## config.mk

```make
export PLATFORM = sky130hd
export DESIGN_NAME = sbtr_cfg
export DESIGN_NICKNAME = d
export VERILOG_FILES = /design/src/sbtr_pkg.sv /design/src/sbtr_cfg.sv
export SDC_FILE = /design/constraint.sdc
export NUM_CORES = 1
export LEC_CHECK = 0
export BUFFER_PORTS_ARGS = -buffer_cell sky130_fd_sc_hd__buf_4
export CORE_MARGIN = 4
export CORE_UTILIZATION = 37
export CTS_CLUSTER_SIZE = 20
export DETAILED_ROUTE_END_ITERATION = 6
export HOLD_SLACK_MARGIN = 0.02
export PLACE_DENSITY = 0.8
export SYNTH_ARGS = -nofsm -noshare
export SYNTH_HDL_FRONTEND = slang
export SYNTH_SLANG_ARGS = --single-unit
```

## constraint.sdc

```tcl
create_clock -name clk_i -period 0.9 [get_ports clk_i]
set_input_delay 0.135 -clock clk_i [delete_from_list [all_inputs] [get_ports clk_i]]
set_output_delay 0.135 -clock clk_i [all_outputs]
set_load 0.05 [all_outputs]
```

## src/sbtr_pkg.sv

```systemverilog
// ----------------------------------------------------------------------------
// sbtr_pkg
// Shared widths, codes and types of the scaled bitmap text renderer.
// ----------------------------------------------------------------------------
package sbtr_pkg;

  localparam int OP_W       = 2;
  localparam int CHAR_W     = 7;
  localparam int GCOORD_W   = 3;
  localparam int COLOR_W    = 32;
  localparam int PIX_X_W    = 10;
  localparam int PIX_Y_W    = 9;
  localparam int SIZE_W     = 5;
  localparam int GDIM_W     = 4;
  localparam int ALPHA_LSB  = 24;
  localparam int APB_ADDR_W = 4;
  localparam int APB_DATA_W = 32;

  localparam logic [CHAR_W-1:0] NEWLINE_CODE = CHAR_W'(10);
  localparam logic [SIZE_W-1:0] SCALE_MAX    = SIZE_W'(16);

  typedef enum logic [OP_W-1:0] {
    OP_LOAD   = 2'd0,
    OP_ORIGIN = 2'd1,
    OP_DRAW   = 2'd2
  } op_e;

  // Clamped configuration as seen by the sequencer
  typedef struct packed {
    logic [GDIM_W-1:0] glyph_width;
    logic [GDIM_W-1:0] glyph_height;
    logic [SIZE_W-1:0] pixel_scale;
  } cfg_t;

endpackage

```

## src/sbtr_cfg.sv

```systemverilog
// ----------------------------------------------------------------------------
// sbtr_cfg
// APB register file for glyph size and pixel scale, with range clamping.
// ----------------------------------------------------------------------------
module sbtr_cfg import sbtr_pkg::*; #(
  parameter int GLYPH_MAX = 8
) (
  input  logic                  clk_i,
  input  logic                  rst_ni,
  input  logic                  psel,
  input  logic                  penable,
  input  logic                  pwrite,
  input  logic [APB_ADDR_W-1:0] paddr,
  input  logic [APB_DATA_W-1:0] pwdata,
  output logic [APB_DATA_W-1:0] prdata,
  output logic                  pready,
  output cfg_t                  cfg_o
);

  typedef enum logic [1:0] {
    REG_GLYPH_WIDTH  = 2'd0,
    REG_GLYPH_HEIGHT = 2'd1,
    REG_PIXEL_SCALE  = 2'd2
  } reg_e;

  logic [GDIM_W-1:0] width_q;
  logic [GDIM_W-1:0] height_q;
  logic [SIZE_W-1:0] scale_q;
  reg_e              reg_sel;
  logic              wr_en;

  assign pready  = 1'b1;
  assign reg_sel = reg_e'(paddr[3:2]);
  assign wr_en   = psel && penable && pwrite;

  always_ff @(posedge clk_i or negedge rst_ni) begin
    if (!rst_ni) begin
      width_q  <= GDIM_W'(8);
      height_q <= GDIM_W'(8);
      scale_q  <= SIZE_W'(1);
    end else if (wr_en) begin
      case (reg_sel)
        REG_GLYPH_WIDTH:  width_q  <= pwdata[GDIM_W-1:0];
        REG_GLYPH_HEIGHT: height_q <= pwdata[GDIM_W-1:0];
        REG_PIXEL_SCALE:  scale_q  <= pwdata[SIZE_W-1:0];
        default: ;
      endcase
    end
  end

  always_comb begin
    case (reg_sel)
      REG_GLYPH_WIDTH:  prdata = APB_DATA_W'(width_q);
      REG_GLYPH_HEIGHT: prdata = APB_DATA_W'(height_q);
      REG_PIXEL_SCALE:  prdata = APB_DATA_W'(scale_q);
      default:          prdata = '0;
    endcase
  end

  // Zero acts as one, anything above the limit as the limit
  always_comb begin
    if (width_q == '0)                  cfg_o.glyph_width = GDIM_W'(1);
    else if (int'(width_q) > GLYPH_MAX) cfg_o.glyph_width = GDIM_W'(GLYPH_MAX);
    else                                cfg_o.glyph_width = width_q;

    if (height_q == '0)                  cfg_o.glyph_height = GDIM_W'(1);
    else if (int'(height_q) > GLYPH_MAX) cfg_o.glyph_height = GDIM_W'(GLYPH_MAX);
    else                                 cfg_o.glyph_height = height_q;

    if (scale_q == '0)           cfg_o.pixel_scale = SIZE_W'(1);
    else if (scale_q > SCALE_MAX) cfg_o.pixel_scale = SCALE_MAX;
    else                         cfg_o.pixel_scale = scale_q;
  end

endmodule

```

Word-level counts from Yosys, hierarchy flattened. Index checks and enable logic that the tools add are counted.

Add/subtract/negate cells: 0. $mul: 0. Divide/modulo/power cells: 0. Magnitude comparators: 3. Equal/unequal tests: 2. Shift-type cells: 0. Muxes and demuxes: 7. Bitwise gates (word level): 0. Reductions and logical operators: 9.

Operator list (number): $mux W4 (4); $pmux W5 S3 (1); $mux W5 (2); $gt A4 B4 Y1 const B (2); $logic_not A4 Y1 (2); $reduce_and A2 Y1 (3); $gt A5 B5 Y1 const B (1); $logic_not A5 Y1 (1); $eq A2 B1 Y1 const B (1); $eq A2 B2 Y1 const B (1); $logic_and A1 B1 Y1 (2); $logic_not A2 Y1 (1).

Flip-flop bits (word level): 13. Bits in latches: 0. RAM bits: 0. Bits in read-only memories: 0. Bits of input ports: 41. Output and inout port bits: 46. Memories kept: 0.

Logic depth before layout (Yosys ltp).
Depth in word-level cells: 3. Depth in mapped cells: 4. Depth with buffers taken out: 3.

Least setup slack after synthesis. No wires, ideal clock.

Path type: reg-to-output. Start point: reg width_q[3]. End point: out prdata[3]. Data arrival time: 1.700 ns. Required time: 0.765 ns. Slack: -0.935 ns. Stages on the path, launching flop included: 3. Path buffers: 0. Path through: dfstp_2 mux2i_1 o21ai_0.

Word-level cells in the longest chain between the ends: 1.

Ends and longest elaborated chain: start: declaration (RTL line sbtr_cfg.sv:26) `logic [GDIM_W-1:0] width_q;`; start signal: assignment (RTL line sbtr_cfg.sv:43) `REG_GLYPH_WIDTH: width_q <= pwdata[GDIM_W-1:0];`; $pmux W5 S3 (RTL line sbtr_cfg.sv:52) `case (reg_sel)`; end: declaration (RTL line sbtr_cfg.sv:15) `output logic [APB_DATA_W-1:0] prdata,`.

Every way passes these cells.

Worst setup path in the final report. Ends and elaborated chain as after synthesis.

==> flow_summary.ini <==
[run_status]
status = complete, but fails checks
violations = setup timing

[synthesis]
synth_area_leaders = dfrtp_1 26%, buf_4 22%, mux2_2 11%, dfstp_2 8.2%, mux2_4 6.3%
synthTopCellsByCount = 28 x buf_4, 10 x dfrtp_1, 9 x mux2_2
yosys.area_share.simple_pct = 17.5
synth.largest_area_cell = dfrtp_1
synth-seq-area-share_pct = 34.3
syn_inst = 94
synthFlopType = dfrtp_1
synth_area_per_cell_sq_um = 10.2
synth_top_area_share_pct = 26.1
ys_ff_latch = 13
async_reset_ff_share_pct = 100
synth_fa_ha_area_share_pct = 0
synth_edf_count = 0
ys_warn_count = 0
synth_top_family_by_area = buffers and inverters
synthMuxAreaShare_pct = 21.0
synth_xor_area_share_pct = 0
synth_most_common_cell = buf_4
synth_cell_type_count = 18
syn_area_sq_um = 958
synth_compound_area_share_pct = 2.09

[power]
p_clk_share_pct = 9.6
powerDensity_nw_per_um2 = 2450
leakagePower_nw = 0.749
p_sw_mw = 1.79
ir_drop_v = 0.00144
p_sw_share_pct = 47.1
power_frac_seq_pct = 24.6
comb_power_share_pct = 65.8
p_int_mw = 2.01

[floorplanning]
fp.dieW_microns = 58.9
die_area_sq_um = 3470
num_rows = 18
boundaryPins = 87
initial_core_util_pct = 38.7
die_h_microns = 58.9
core_area_sq_um = 2480

[layout]
nets = 179
drive_gt1_share_pct = 65.7
finalNonFillerCells = 167
diodes = 0
synthToLayoutAreaGrowth_pct = 61.9
fin_area_sq_um = 1550

[detailed_routing]
ant_nets = 0
via_per_inst = 4.27
first_pass_iters = 4
drc_errors = 0
num_vias = 713
wl_mm = 2.21
wl_per_cell_microns = 13.2
drtIter0Drc = 4

[sta]
fmax_mhz = 724
slew_viol_final = 0
fin_tns_setup_ps = -7120
period_needed_ps = 1380
fin_crit_sh_pct = 154
rsz0062_at_grt = yes
setup_violations = 22
fin_ws_ps = -482
fin_worst_skew_ps = 0
hold_violations = 0

[grt]
antenna_found_initial = 0
grt_first_pass_wirelength_mm = 3.59
grt_max_degree = 14
overflow = 0
grt_util_all_layers_pct = 13.8
grt_pass1_vias = 748

[critical_path]
required_ps = 760
arrival_ps = 1250
endpoint_kind = output port
worstSetupPathType = register to output port
crit_fanout = 2
rr_worst_depth = 3
startpoint_type = register

[placement]
dpl.cell_count = 159
dpl_cell_area_sq_um = 1310
gp_congestion = 0.829
dp_hpwl_mm = 1.79
port_buffers = 29

[cts]
cts_made_buffers = 3
ctsHtreeMaxLevel = 1
clk_root_buffer_cell = clkbuf_4
cts_tree = built
cts.path.max_buffers = 2
path_clk_slew_ps = 80
cts_sinks = 13
insertion_delay_ps = 280

[run]
drv_cap = 0

[worst_hold_path]
min_path_cells = 2
hold_class = input port to register
-- cell type report --
type	count	area, sq um
Tap cell	30	37.5
Timing Repair Buffer	45	479
Multi-Input combinational cell	75	676
Sequential cell	13	333
Clock buffer	4	26.3
Fill cell	197	926
-- state kept, by name (all words and copies together), names as in the netlist --
signal    flops
height_q      4
scale_q       5
width_q       4
-- stage by stage --
step	power, mW	worst slack (ps)	hold WS, ps	util, %
2_1_floorplan	2.54	-240	-161	-
3_3_place_gp	2.96	-249	-15.2	52.8
3_5_place_dp	2.99	-265	-8.94	52.8
4_1_cts	3.67	-479	84.2	59.8
5_1_grt	3.96	-521	77.6	62.6
6_report	3.81	-482	83.4	62.6
-- timing repair --
item                                    in CTS  in global routing
pin swaps                                    2                  2
hold endpoints to repair                    13                  0
setup buffers                                0                  4
hold buffers                                 1                  0
gates resized for setup                     36                 13
endpoints found under the setup margin      21                 22
gates cloned                                 0                  0
-- cells by family after synthesis --
logic type,count (synthesis)
and+or+nand+nor,26
DFF,13
other,2
muxes,17
AOI/OAI and AO/OA,4
buffers and inverters,32
-- worst paths after layout --
kind / start / to / slack (ps)
worst max-delay path: width_q[3] / prdata[3] / -480
worst min-delay path: pwdata[4] / scale_q[4] / 80
worst max register to register: width_q[3] / width_q[3] / -60
worst min register to register: height_q[0] / height_q[0] / 560
max in group asynchronous: rst_ni / scale_q[0] / 430
min in group asynchronous: rst_ni / scale_q[3] / 230
-- power by group through the flow --
stage,clock [mW],combinational (mW),sequential (mW)
final,0.365,2.50,0.938
after global routing,0.390,2.61,0.962
after global placement,0,2.06,0.895
after CTS,0.362,2.40,0.914
after detailed placement,0,2.09,0.896
after floorplan,0,1.63,0.909
-- placed cells by master (no fill, tap or decap) --
| master | Yosys | final |
|---|---|---|
| conb_1 | 2 | 28 |
| dlygate4sd3_1 | 0 | 1 |
| dfrtp_2 | 0 | 3 |
| buf_6 | 1 | 17 |
| nand2_2 | 0 | 1 |
| nor3_2 | 0 | 1 |
| or3_4 | 1 | 1 |
| nor2b_4 | 0 | 7 |
| o21ai_4 | 0 | 4 |
| nor2_1 | 8 | 5 |
| mux2i_2 | 0 | 2 |
| clkbuf_4 | 0 | 3 |
| mux2_2 | 9 | 1 |
| buf_8 | 0 | 10 |
| nor3b_4 | 2 | 2 |
| mux2_4 | 4 | 12 |
| dfstp_2 | 3 | 3 |
| nor2_2 | 0 | 1 |
| mux2i_1 | 4 | 1 |
| nor2b_1 | 8 | 1 |
| dfrtp_1 | 10 | 7 |
| mux2i_4 | 0 | 1 |
| nor2_4 | 0 | 2 |
| buf_4 | 28 | 17 |
| nand2_1 | 4 | 3 |
| clkbuf_1 | 3 | 1 |
| nand3_4 | 0 | 1 |
| and3b_2 | 0 | 1 |
-- critical path, stage by stage (launching register included) --
cell     delay (ps)
dfstp_2         550
mux2i_1         100
o21ai_4         160
buf_8           160
-- metal layers --
layer | vias up | GRT usage (%) | wire length, microns
li1 | 335 | - | -
met1 | 333 | 16.3 | 844
met2 | 43 | 23.8 | 1140
met3 | 2 | 3.73 | 208
met4 | 0 | 4.85 | 15
met5 | - | 0 | 0
No activity file was read; power rests on OpenSTA's default activity.
